<file path="config.mk">
export PLATFORM = sky130hd
export DESIGN_NAME = coap_message_parser
export DESIGN_NICKNAME = d
export VERILOG_FILES = /design/src/rtl/coap_pkg.sv /design/src/rtl/coap_front.sv /design/src/rtl/coap_back.sv /design/src/rtl/coap_message_parser.sv
export SDC_FILE = /design/constraint.sdc
export NUM_CORES = 1
export LEC_CHECK = 0
export BUFFER_PORTS_ARGS = -buffer_cell sky130_fd_sc_hd__buf_2
export CORE_MARGIN = 3
export CORE_UTILIZATION = 60
export DETAILED_ROUTE_END_ITERATION = 16
export GPL_ROUTABILITY_DRIVEN = 1
export GPL_TIMING_DRIVEN = 0
export PLACE_DENSITY = 0.85
export SKIP_LAST_GASP = 1
export SYNTH_ARGS = -nofsm -noshare
export SYNTH_HDL_FRONTEND = slang
export SYNTH_SLANG_ARGS = --single-unit
</file>
<file path="constraint.sdc">
create_clock -name i_clk -period 6.75 [get_ports i_clk]
set_clock_uncertainty 0.1 [all_clocks]
set_input_delay 1.35 -clock i_clk [delete_from_list [all_inputs] [get_ports i_clk]]
set_output_delay 1.35 -clock i_clk [all_outputs]
set_load 0.03 [all_outputs]
</file>
<file path="src/rtl/coap_pkg.sv">
`timescale 1ns / 1ps
// ----------------------------------------------------------------------------
// coap_pkg: shared types and constants for the CoAP message parser
// Phase codes, item kinds, status codes and the word passed front to back.
// ----------------------------------------------------------------------------
package coap_pkg;

    typedef enum logic [3:0] {
        PH_H0      = 4'd0,
        PH_H1      = 4'd1,
        PH_H2      = 4'd2,
        PH_H3      = 4'd3,
        PH_TOKEN   = 4'd4,
        PH_OPT     = 4'd5,
        PH_DX1     = 4'd6,
        PH_DX2A    = 4'd7,
        PH_DX2B    = 4'd8,
        PH_LX1     = 4'd9,
        PH_LX2A    = 4'd10,
        PH_LX2B    = 4'd11,
        PH_VALUE   = 4'd12,
        PH_PAYLOAD = 4'd13,
        PH_SKIP    = 4'd14
    } t_phase;

    localparam logic [2:0] KIND_HEADER  = 3'd0;
    localparam logic [2:0] KIND_TOKEN   = 3'd1;
    localparam logic [2:0] KIND_OPTHDR  = 3'd2;
    localparam logic [2:0] KIND_OPTVAL  = 3'd3;
    localparam logic [2:0] KIND_PAYLOAD = 3'd4;
    localparam logic [2:0] KIND_END     = 3'd5;

    localparam logic [2:0] ST_OK        = 3'd0;
    localparam logic [2:0] ST_SHORT     = 3'd1;
    localparam logic [2:0] ST_VERSION   = 3'd2;
    localparam logic [2:0] ST_TOKLONG   = 3'd3;
    localparam logic [2:0] ST_TOKTRUNC  = 3'd4;
    localparam logic [2:0] ST_BADOPT    = 3'd5;

    localparam logic       CFG_MAX_BYTES = 1'b0;
    localparam logic       CFG_MAX_OPTS  = 1'b1;

    localparam logic [15:0] EXT1_ADD = 16'd13;
    localparam logic [15:0] EXT2_ADD = 16'd269;
    localparam logic [7:0]  MARKER   = 8'hFF;
    localparam logic [3:0]  NIB_EXT1 = 4'd13;
    localparam logic [3:0]  NIB_EXT2 = 4'd14;
    localparam logic [3:0]  NIB_BAD  = 4'd15;
    localparam logic [3:0]  MAX_TKL  = 4'd8;

    localparam int unsigned FIFO_DEPTH = 4;
    localparam int unsigned FIFO_AW    = $clog2(FIFO_DEPTH);

    localparam int unsigned RESQ_DEPTH = 4;
    localparam int unsigned RESQ_AW    = $clog2(RESQ_DEPTH);

    // front word: one classified input byte
    typedef struct packed {
        logic       take;
        logic [7:0] data;
        logic       last;
    } t_word;

    typedef struct packed {
        logic [2:0]  kind;
        logic [7:0]  value_byte;
        logic [15:0] option_number;
        logic [15:0] option_length;
        logic [1:0]  message_type;
        logic [7:0]  message_code;
        logic [15:0] message_id;
        logic [3:0]  token_length;
        logic [2:0]  status;
        logic        last_item;
    } t_item;

endpackage

</file>
<file path="src/rtl/coap_front.sv">
`timescale 1ns / 1ps
// ----------------------------------------------------------------------------
// coap_front: byte intake
// Counts kept bytes against the size limit and queues classified words.
// ----------------------------------------------------------------------------
module coap_front (
    input  logic                 i_clk,
    input  logic                 i_rst_n,
    input  logic                 i_push,
    input  logic [7:0]           i_data_byte,
    input  logic                 i_last_byte,
    input  logic [15:0]          i_max_bytes,
    input  logic                 i_deq,
    output logic                 o_full,
    output logic                 o_avail,
    output coap_pkg::t_word      o_word
);
    import coap_pkg::*;

    logic [15:0]         r_count;
    t_word               r_mem [FIFO_DEPTH];
    logic [FIFO_AW-1:0]  r_wp, r_rp;
    logic [FIFO_AW:0]    r_fill;
    logic                acc;

    assign o_full  = (r_fill == FIFO_AW'(0) + (FIFO_AW+1)'(FIFO_DEPTH));
    assign o_avail = (r_fill != '0);
    assign o_word  = r_mem[r_rp];
    assign acc     = i_push && !o_full;

    always_ff @(posedge i_clk) begin
        if (!i_rst_n) begin
            r_count <= '0;
            r_wp    <= '0;
            r_rp    <= '0;
            r_fill  <= '0;
        end else begin
            if (acc) begin
                r_mem[r_wp].take <= (r_count < i_max_bytes);
                r_mem[r_wp].data <= i_data_byte;
                r_mem[r_wp].last <= i_last_byte;
                r_wp <= r_wp + 1'b1;
                if (i_last_byte) begin
                    r_count <= '0;
                end else if (r_count < i_max_bytes) begin
                    r_count <= r_count + 16'd1;
                end
            end
            if (i_deq) begin
                r_rp <= r_rp + 1'b1;
            end
            r_fill <= r_fill + (FIFO_AW+1)'(acc) - (FIFO_AW+1)'(i_deq);
        end
    end
endmodule

</file>
<file path="src/rtl/coap_back.sv">
`timescale 1ns / 1ps
// ----------------------------------------------------------------------------
// coap_back: parse engine and result queue
// Runs the phase machine on each word and queues up to two result items.
// ----------------------------------------------------------------------------
module coap_back (
    input  logic                 i_clk,
    input  logic                 i_rst_n,
    input  logic                 i_avail,
    input  coap_pkg::t_word      i_word,
    input  logic [7:0]           i_max_opts,
    input  logic                 i_pop,
    output logic                 o_deq,
    output logic                 o_empty,
    output coap_pkg::t_item      o_item
);
    import coap_pkg::*;

    t_phase      r_phase, n_phase;
    logic [23:0] r_hdr, n_hdr;
    logic [3:0]  r_tok, n_tok;
    logic [15:0] r_num, n_num;
    logic [15:0] r_dlt, n_dlt;
    logic [15:0] r_len, n_len;
    logic [15:0] r_vleft, n_vleft;
    logic [7:0]  r_ocnt, n_ocnt;
    logic [2:0]  r_err, n_err;

    t_item       r_q [RESQ_DEPTH];
    logic [RESQ_AW-1:0] r_wp, r_rp;
    logic [RESQ_AW:0]   r_fill;

    t_item       it_a, it_b;
    logic        va, vb, go;
    logic [7:0]  b;
    logic [3:0]  dn, ln;
    logic [15:0] l_len, s_num;
    logic        fin;
    logic [2:0]  st;
    logic [RESQ_AW:0] nput;
    logic        deq_out;

    assign go    = i_avail && (r_fill <= (RESQ_AW+1)'(RESQ_DEPTH - 2));
    assign o_deq = go;
    assign b     = i_word.data;
    assign dn    = b[7:4];
    assign ln    = b[3:0];

    always_comb begin
        n_phase = r_phase; n_hdr = r_hdr; n_tok = r_tok; n_num = r_num;
        n_dlt = r_dlt; n_len = r_len; n_vleft = r_vleft; n_ocnt = r_ocnt;
        n_err = r_err;
        it_a = '0; va = 1'b0; it_b = '0; vb = 1'b0;
        fin = 1'b0; l_len = r_len; s_num = r_num; st = ST_OK;
        if (i_word.take) begin
            case (r_phase)
                PH_H0, PH_H1, PH_H2: begin
                    n_hdr = {r_hdr[15:0], b};
                    n_phase = t_phase'(r_phase + 4'd1);
                end
                PH_H3: begin
                    if (r_hdr[23:22] != 2'd1) begin
                        n_err = ST_VERSION; n_phase = PH_SKIP;
                    end else if (r_hdr[19:16] > MAX_TKL) begin
                        n_err = ST_TOKLONG; n_phase = PH_SKIP;
                    end else begin
                        va = 1'b1;
                        it_a.kind = KIND_HEADER;
                        it_a.message_type = r_hdr[21:20];
                        it_a.message_code = r_hdr[15:8];
                        it_a.message_id = {r_hdr[7:0], b};
                        it_a.token_length = r_hdr[19:16];
                        n_tok = r_hdr[19:16];
                        n_phase = (r_hdr[19:16] != 4'd0) ? PH_TOKEN : PH_OPT;
                    end
                end
                PH_TOKEN: begin
                    va = 1'b1; it_a.kind = KIND_TOKEN; it_a.value_byte = b;
                    n_tok = r_tok - 4'd1;
                    if (r_tok == 4'd1) n_phase = PH_OPT;
                end
                PH_OPT: begin
                    if (b == MARKER) begin
                        n_phase = PH_PAYLOAD;
                    end else if (r_ocnt >= i_max_opts) begin
                        n_phase = PH_SKIP;
                    end else if (dn == NIB_BAD || ln == NIB_BAD) begin
                        n_err = ST_BADOPT; n_phase = PH_SKIP;
                    end else begin
                        n_dlt = {12'd0, dn}; n_len = {12'd0, ln};
                        if (dn == NIB_EXT1) n_phase = PH_DX1;
                        else if (dn == NIB_EXT2) n_phase = PH_DX2A;
                        else if (ln == NIB_EXT1) n_phase = PH_LX1;
                        else if (ln == NIB_EXT2) n_phase = PH_LX2A;
                        else begin
                            fin = 1'b1; l_len = {12'd0, ln}; s_num = r_num + {12'd0, dn};
                        end
                    end
                end
                PH_DX1, PH_DX2B: begin
                    n_dlt = (r_phase == PH_DX1) ? ({8'd0, b} + EXT1_ADD)
                                                : ({r_dlt[15:8], b} + EXT2_ADD);
                    if (r_len[3:0] == NIB_EXT1) n_phase = PH_LX1;
                    else if (r_len[3:0] == NIB_EXT2) n_phase = PH_LX2A;
                    else begin fin = 1'b1; l_len = r_len; s_num = r_num + n_dlt; end
                end
                PH_DX2A: begin
                    n_dlt = {b, 8'd0}; n_phase = PH_DX2B;
                end
                PH_LX1: begin
                    fin = 1'b1; l_len = {8'd0, b} + EXT1_ADD; s_num = r_num + r_dlt;
                end
                PH_LX2A: begin
                    n_len = {b, 8'd0}; n_phase = PH_LX2B;
                end
                PH_LX2B: begin
                    fin = 1'b1; l_len = {r_len[15:8], b} + EXT2_ADD; s_num = r_num + r_dlt;
                end
                PH_VALUE: begin
                    va = 1'b1; it_a.kind = KIND_OPTVAL; it_a.value_byte = b;
                    it_a.option_number = r_num;
                    n_vleft = r_vleft - 16'd1;
                    if (r_vleft == 16'd1) n_phase = PH_OPT;
                end
                PH_PAYLOAD: begin
                    va = 1'b1; it_a.kind = KIND_PAYLOAD; it_a.value_byte = b;
                end
                default: begin
                end
            endcase
            if (fin) begin
                n_num = s_num; n_len = l_len; n_vleft = l_len;
                n_ocnt = r_ocnt + 8'd1;
                va = 1'b1; it_a.kind = KIND_OPTHDR;
                it_a.option_number = s_num; it_a.option_length = l_len;
                n_phase = (l_len != 16'd0) ? PH_VALUE : PH_OPT;
            end
        end
        if (n_err != ST_OK) st = n_err;
        else if (n_phase <= PH_H3) st = ST_SHORT;
        else if (n_phase == PH_TOKEN) st = ST_TOKTRUNC;
        else if (n_phase >= PH_DX1 && n_phase <= PH_VALUE) st = ST_BADOPT;
        else st = ST_OK;
        if (i_word.last) begin
            vb = 1'b1; it_b.kind = KIND_END; it_b.status = st; it_b.last_item = 1'b1;
            n_phase = PH_H0; n_hdr = '0; n_tok = '0; n_num = '0; n_dlt = '0;
            n_len = '0; n_vleft = '0; n_ocnt = '0; n_err = '0;
        end
    end

    assign o_empty = (r_fill == '0);
    assign o_item  = r_q[r_rp];
    assign deq_out = i_pop && !o_empty;
    assign nput    = go ? ((RESQ_AW+1)'(va) + (RESQ_AW+1)'(vb)) : '0;

    always_ff @(posedge i_clk) begin
        if (!i_rst_n) begin
            r_phase <= PH_H0; r_hdr <= '0; r_tok <= '0; r_num <= '0;
            r_dlt <= '0; r_len <= '0; r_vleft <= '0; r_ocnt <= '0; r_err <= '0;
            r_wp <= '0; r_rp <= '0; r_fill <= '0;
        end else begin
            if (go) begin
                r_phase <= n_phase; r_hdr <= n_hdr; r_tok <= n_tok; r_num <= n_num;
                r_dlt <= n_dlt; r_len <= n_len; r_vleft <= n_vleft;
                r_ocnt <= n_ocnt; r_err <= n_err;
                if (va) begin
                    r_q[r_wp] <= it_a;
                    if (vb) r_q[r_wp + 1'b1] <= it_b;
                end else if (vb) begin
                    r_q[r_wp] <= it_b;
                end
                r_wp <= r_wp + nput[RESQ_AW-1:0];
            end
            if (deq_out) r_rp <= r_rp + 1'b1;
            r_fill <= r_fill + nput - (RESQ_AW+1)'(deq_out);
        end
    end
endmodule

</file>
<file path="src/rtl/coap_message_parser.sv">
`timescale 1ns / 1ps
// ----------------------------------------------------------------------------
// coap_message_parser: CoAP datagram parser, one byte per word
// Throughput: one byte per cycle while the result queue has two free entries;
// a last byte that also yields an item writes two result words at once into
// the 4-entry result queue.
// Reset: synchronous active low; limits return to 256 bytes and 16 options.
// ----------------------------------------------------------------------------
module coap_message_parser (
    input  logic        i_clk,
    input  logic        i_rst_n,
    input  logic        push,
    output logic        full,
    input  logic [7:0]  i_data_byte,
    input  logic        i_last_byte,
    output logic        empty,
    input  logic        pop,
    output logic [2:0]  o_item_kind,
    output logic [7:0]  o_value_byte,
    output logic [15:0] o_option_number,
    output logic [15:0] o_option_length,
    output logic [1:0]  o_message_type,
    output logic [7:0]  o_message_code,
    output logic [15:0] o_message_id,
    output logic [3:0]  o_token_length,
    output logic [2:0]  o_status,
    output logic        o_last_item,
    input  logic        i_cfg_we,
    input  logic        i_cfg_index,
    input  logic [15:0] i_cfg_data
);
    import coap_pkg::*;

    logic [15:0] r_max_bytes;
    logic [7:0]  r_max_opts;
    logic        avail, deq;
    t_word       word;
    t_item       item;

    always_ff @(posedge i_clk) begin
        if (!i_rst_n) begin
            r_max_bytes <= 16'd256;
            r_max_opts  <= 8'd16;
        end else if (i_cfg_we) begin
            case (i_cfg_index)
                CFG_MAX_BYTES: r_max_bytes <= i_cfg_data;
                CFG_MAX_OPTS:  r_max_opts  <= i_cfg_data[7:0];
                default: begin
                end
            endcase
        end
    end

    coap_front u_front (
        .i_clk(i_clk), .i_rst_n(i_rst_n), .i_push(push),
        .i_data_byte(i_data_byte), .i_last_byte(i_last_byte),
        .i_max_bytes(r_max_bytes), .i_deq(deq), .o_full(full),
        .o_avail(avail), .o_word(word)
    );

    coap_back u_back (
        .i_clk(i_clk), .i_rst_n(i_rst_n), .i_avail(avail), .i_word(word),
        .i_max_opts(r_max_opts), .i_pop(pop), .o_deq(deq),
        .o_empty(empty), .o_item(item)
    );

    assign o_item_kind     = item.kind;
    assign o_value_byte    = item.value_byte;
    assign o_option_number = item.option_number;
    assign o_option_length = item.option_length;
    assign o_message_type  = item.message_type;
    assign o_message_code  = item.message_code;
    assign o_message_id    = item.message_id;
    assign o_token_length  = item.token_length;
    assign o_status        = item.status;
    assign o_last_item     = item.last_item;

    a_end_last: assert property (@(posedge i_clk) disable iff (!i_rst_n)
        !empty && o_item_kind == KIND_END |-> o_last_item)
        else $error("end word without last flag");
    a_deq_avail: assert property (@(posedge i_clk) disable iff (!i_rst_n)
        deq |-> avail)
        else $error("dequeue from empty front queue");
    a_tkl: assert property (@(posedge i_clk) disable iff (!i_rst_n)
        !empty && o_item_kind == KIND_HEADER |-> o_token_length <= MAX_TKL)
        else $error("header word with long token");
endmodule
</file>
==> results.py <==
metrics = {
    "run_status": {
        "outcome": "finished, final reports clean",
    },
    "floorplanning": {
        "die_h_um": 212,
        "rows": 74,
        "die_width_um": 212,
        "die-area_mm2": 0.0450,
        "fp.coreArea_mm2": 0.0414,
        "boundaryPins": 110,
        "start_util": 0.616,
    },
    "sta": {
        "rsz0062_at_grt": "false",
        "setup_viol": 0,
        "slew_headroom": 0.113,
        "post-route-period-util": 0.965,
        "period_minus_slack_ns": 6.51,
        "fmax_ghz": 0.154,
        "layout_setup_ws_ns": 0.236,
        "tightest_slew_ns": 1.32,
        "finalHoldViolations": 0,
        "drv_slew": 0,
        "tns_ns": 0,
    },
    "cts": {
        "root_buffer": "clkbuf_16",
        "clk_pin_slew_ns": 0.07,
        "clock_latency_ns": 0.61,
        "cts_tree": "yes",
        "post-cts-setup-buffer-count": 0,
        "htreeDepth": 2,
        "cts_buffers": 51,
        "clk_path_buf_depth": 3,
        "clock-sinks": 513,
    },
    "min_path": {
        "whs_path_depth": 2,
        "min_path_type": "reg -> reg",
        "holdCritStartpoint": "u_back.r_q[0][40]$_SDFFE_PP0P_",
        "min_to": "u_back.r_q[0][40]$_SDFFE_PP0P_",
    },
    "yosys": {
        "synth_cell_types": 81,
        "yosysTopAreaCellShare": 0.353,
        "avgSynthCellArea_um2": 8.96,
        "async_reset_ff_frac": 0,
        "ys_warn_count": 0,
        "synth_enable_flop_cells": 64,
        "synth_most_common_cell": "dfxtp_1",
        "synth_common_cells": "dfxtp_1 (449), nand2_1 (374), o21ai_0 (320), nand3_1 (204), clkbuf_1 (164)",
        "ys_ff_latch": 513,
        "synth_top_cell_by_area": "dfxtp_1",
        "synth_nets": 2963,
        "netlist_area_mm2": 0.0255,
        "synthFlopType": "dfxtp_1",
        "ys_seq_area_frac": 0.428,
        "ys_top_cells_by_area": "dfxtp_1 (35%), edfxtp_1 (7.5%), mux4_2 (7.5%), o21ai_0 (6.3%), nand2_1 (5.5%)",
        "synthCells": 2845,
    },
    "global_route": {
        "antenna_found_initial": 5,
        "grt_usage": 0.374,
        "grt_pass1_wl_um": 131000,
        "grt_pass1_vias": 23400,
        "grt_max_degree": 15,
        "gr-total-overflow": 0,
    },
    "setup_path": {
        "cp_max_fo": 10,
        "endpoint_kind": "register",
        "r2r_setup_slack_ns": 0.24,
        "rr_worst_depth": 18,
        "worstReg2RegStart": "u_back.r_phase[0]$_SDFFE_PN0P_",
        "arrival_ns": 6.67,
        "r2r_end": "u_back.r_q[2][0]$_DFFE_PP_",
        "cp-start-kind": "register",
        "required_ns": 6.91,
        "criticalPathCategory": "reg -> reg",
    },
    "place": {
        "place_ws_ns": -0.148,
        "place_hpwl_um": 62200,
        "dp.cells": 3485,
        "gp_routability_congestion": 1.06,
        "io_buffers": 108,
    },
    "route": {
        "via_per_inst": 6.71,
        "drc_errors": 0,
        "drtIter0Drc": 3233,
        "ant_nets": 0,
        "firstDrtPassIters": 8,
        "route.vias.total": 24000,
        "routed_wl_um": 85600,
        "route.detailed.wl_per_inst_um": 23.9,
    },
    "layout": {
        "num-fill-cells": 3103,
        "nets": 3122,
        "multi_input_area_mm2": 0.0136,
        "seqCellArea_mm2": 0.0109,
        "area_delta_synth_final_pct": 11.7,
        "final_core_util": 0.688,
        "stdcell_count": 3576,
        "layout-drive-gt1-share": 0.106,
    },
    "power_and_ir_drop": {
        "finalPower_mw": 9.63,
        "ir_worst_vdd_uv": 227,
        "p_per_area_mw_per_mm2": 338,
        "cellLeakagePower_nw": 10.4,
    },
    "run": {
        "cap_violations": 0,
    },
}
==> area by class of cell <==
cell class,instances,share of cell area
inverter,62,0.00817
multi-input combinational,2064,0.477
timing repair buffer,108,0.0190
sequential,513,0.383
clock buffer,73,0.0524
clock inverter,19,0.00918
tap,532,0.0234
antenna,1,0.0000879
buffer,204,0.0279
==> critical path: stages (launching register included) <==
cell,delay [ns]
dfxtp_1,0.36
clkbuf_1,0.44
inv_1,0.19
ha_1,0.36
and3b_1,0.23
clkbuf_1,0.22
a21oi_2,0.41
nor2_1,0.34
a211oi_4,0.54
a31oi_1,0.27
ha_1,0.34
and3_1,0.17
clkbuf_1,0.18
nand2_1,0.12
or2_2,0.11
clkbuf_1,0.23
clkbuf_1,0.60
clkbuf_1,0.52
nand2_1,0.40
==> power by group <==
group,internal (mW),switching [mW],leakage (nW)
clock network,1.73,1.23,0.861
logic,0.941,2.33,5.32
registers,3.25,0.137,4.21
total,5.92,3.70,10.4
==> cells in the final DEF, fill, tap and decap left out, types with 68 or more instances in the layout <==
master	count
nor2b_1	68
clkbuf_1	173
buf_2	129
nor2_1	154
o21ai_0	320
ha_1	82
dfxtp_1	449
mux4_2	85
nand3_1	204
nand2_1	374
a21oi_1	120
==> logic make-up (layout without fill, tap and decap cells) <==
kind of cell,after synthesis,count (layout),synth area share
AO/OA/AOI/OAI,783,783,0.190
XOR/XNOR,75,75,0.0258
other,0,1,0
flip-flops,513,513,0.428
AND/OR/NAND/NOR,1018,1018,0.190
adder cells (fa/ha/maj),87,87,0.0442
multiplexers,101,101,0.0816
buffers and inverters,268,466,0.0406
==> sequential cells by signal, indices dropped and copies added (netlist names), named ones only <==
signal           flops
u_front.r_fill       3
u_back.r_tok         4
u_back.r_phase       4
u_back.r_dlt        16
u_back.r_len        16
u_back.r_ocnt        8
u_back.r_vleft      16
u_front.r_count     16
u_front.r_mem       40
u_back.r_num        16
u_front.r_wp         2
u_back.r_fill        3
r_max_opts           8
u_back.r_rp          2
r_max_bytes         16
u_back.r_q         308
u_back.r_hdr        24
u_front.r_rp         2
u_back.r_err         3
u_back.r_wp          2
==> worst max path at each step <==
stage          cells after the start                             end  slack [ns]                      startpoint
2_1_floorplan                     16      u_back.r_q[2][0]$_DFFE_PP_        1.93                        register
3_3_place_gp                      15  u_back.r_q[1][65]$_SDFFE_PP0P_       -0.04                        register
3_5_place_dp                      15  u_back.r_q[0][65]$_SDFFE_PP0P_       -0.15                        register
4_1_cts                           15  u_back.r_q[0][65]$_SDFFE_PP0P_       0.004                        register
5_1_grt                           18      u_back.r_q[2][0]$_DFFE_PP_        0.12  u_back.r_phase[0]$_SDFFE_PN0P_
6_report                          18      u_back.r_q[2][0]$_DFFE_PP_        0.24  u_back.r_phase[0]$_SDFFE_PN0P_
==> through the flow <==
stage	area (um^2)	hold WS, ns
after detailed placement	26700	0.338
after global routing	28500	0.369
after CTS	28500	0.351
after global placement	26700	0.329
final	28500	0.349
after floorplan	25500	0.320
==> metal layers <==
layer | GRT usage | share of wire | wire length, um | up-vias
met2 | 0.602 | 0.45 | 38900 | 1580
met4 | 0.197 | 0.054 | 4610 | 0
met3 | 0.0820 | 0.11 | 9410 | 290
li1 | - | - | - | 10600
met5 | 0 | 0 | 0 | -
met1 | 0.476 | 0.38 | 32700 | 11500
==> timing repair <==
item,CTS,global route
endpoints found under the setup margin,16,25
pin swaps,0,0
resized for setup,2,4
hold buffers,0,0
Note: power is estimated with default switching activity, not from simulation.
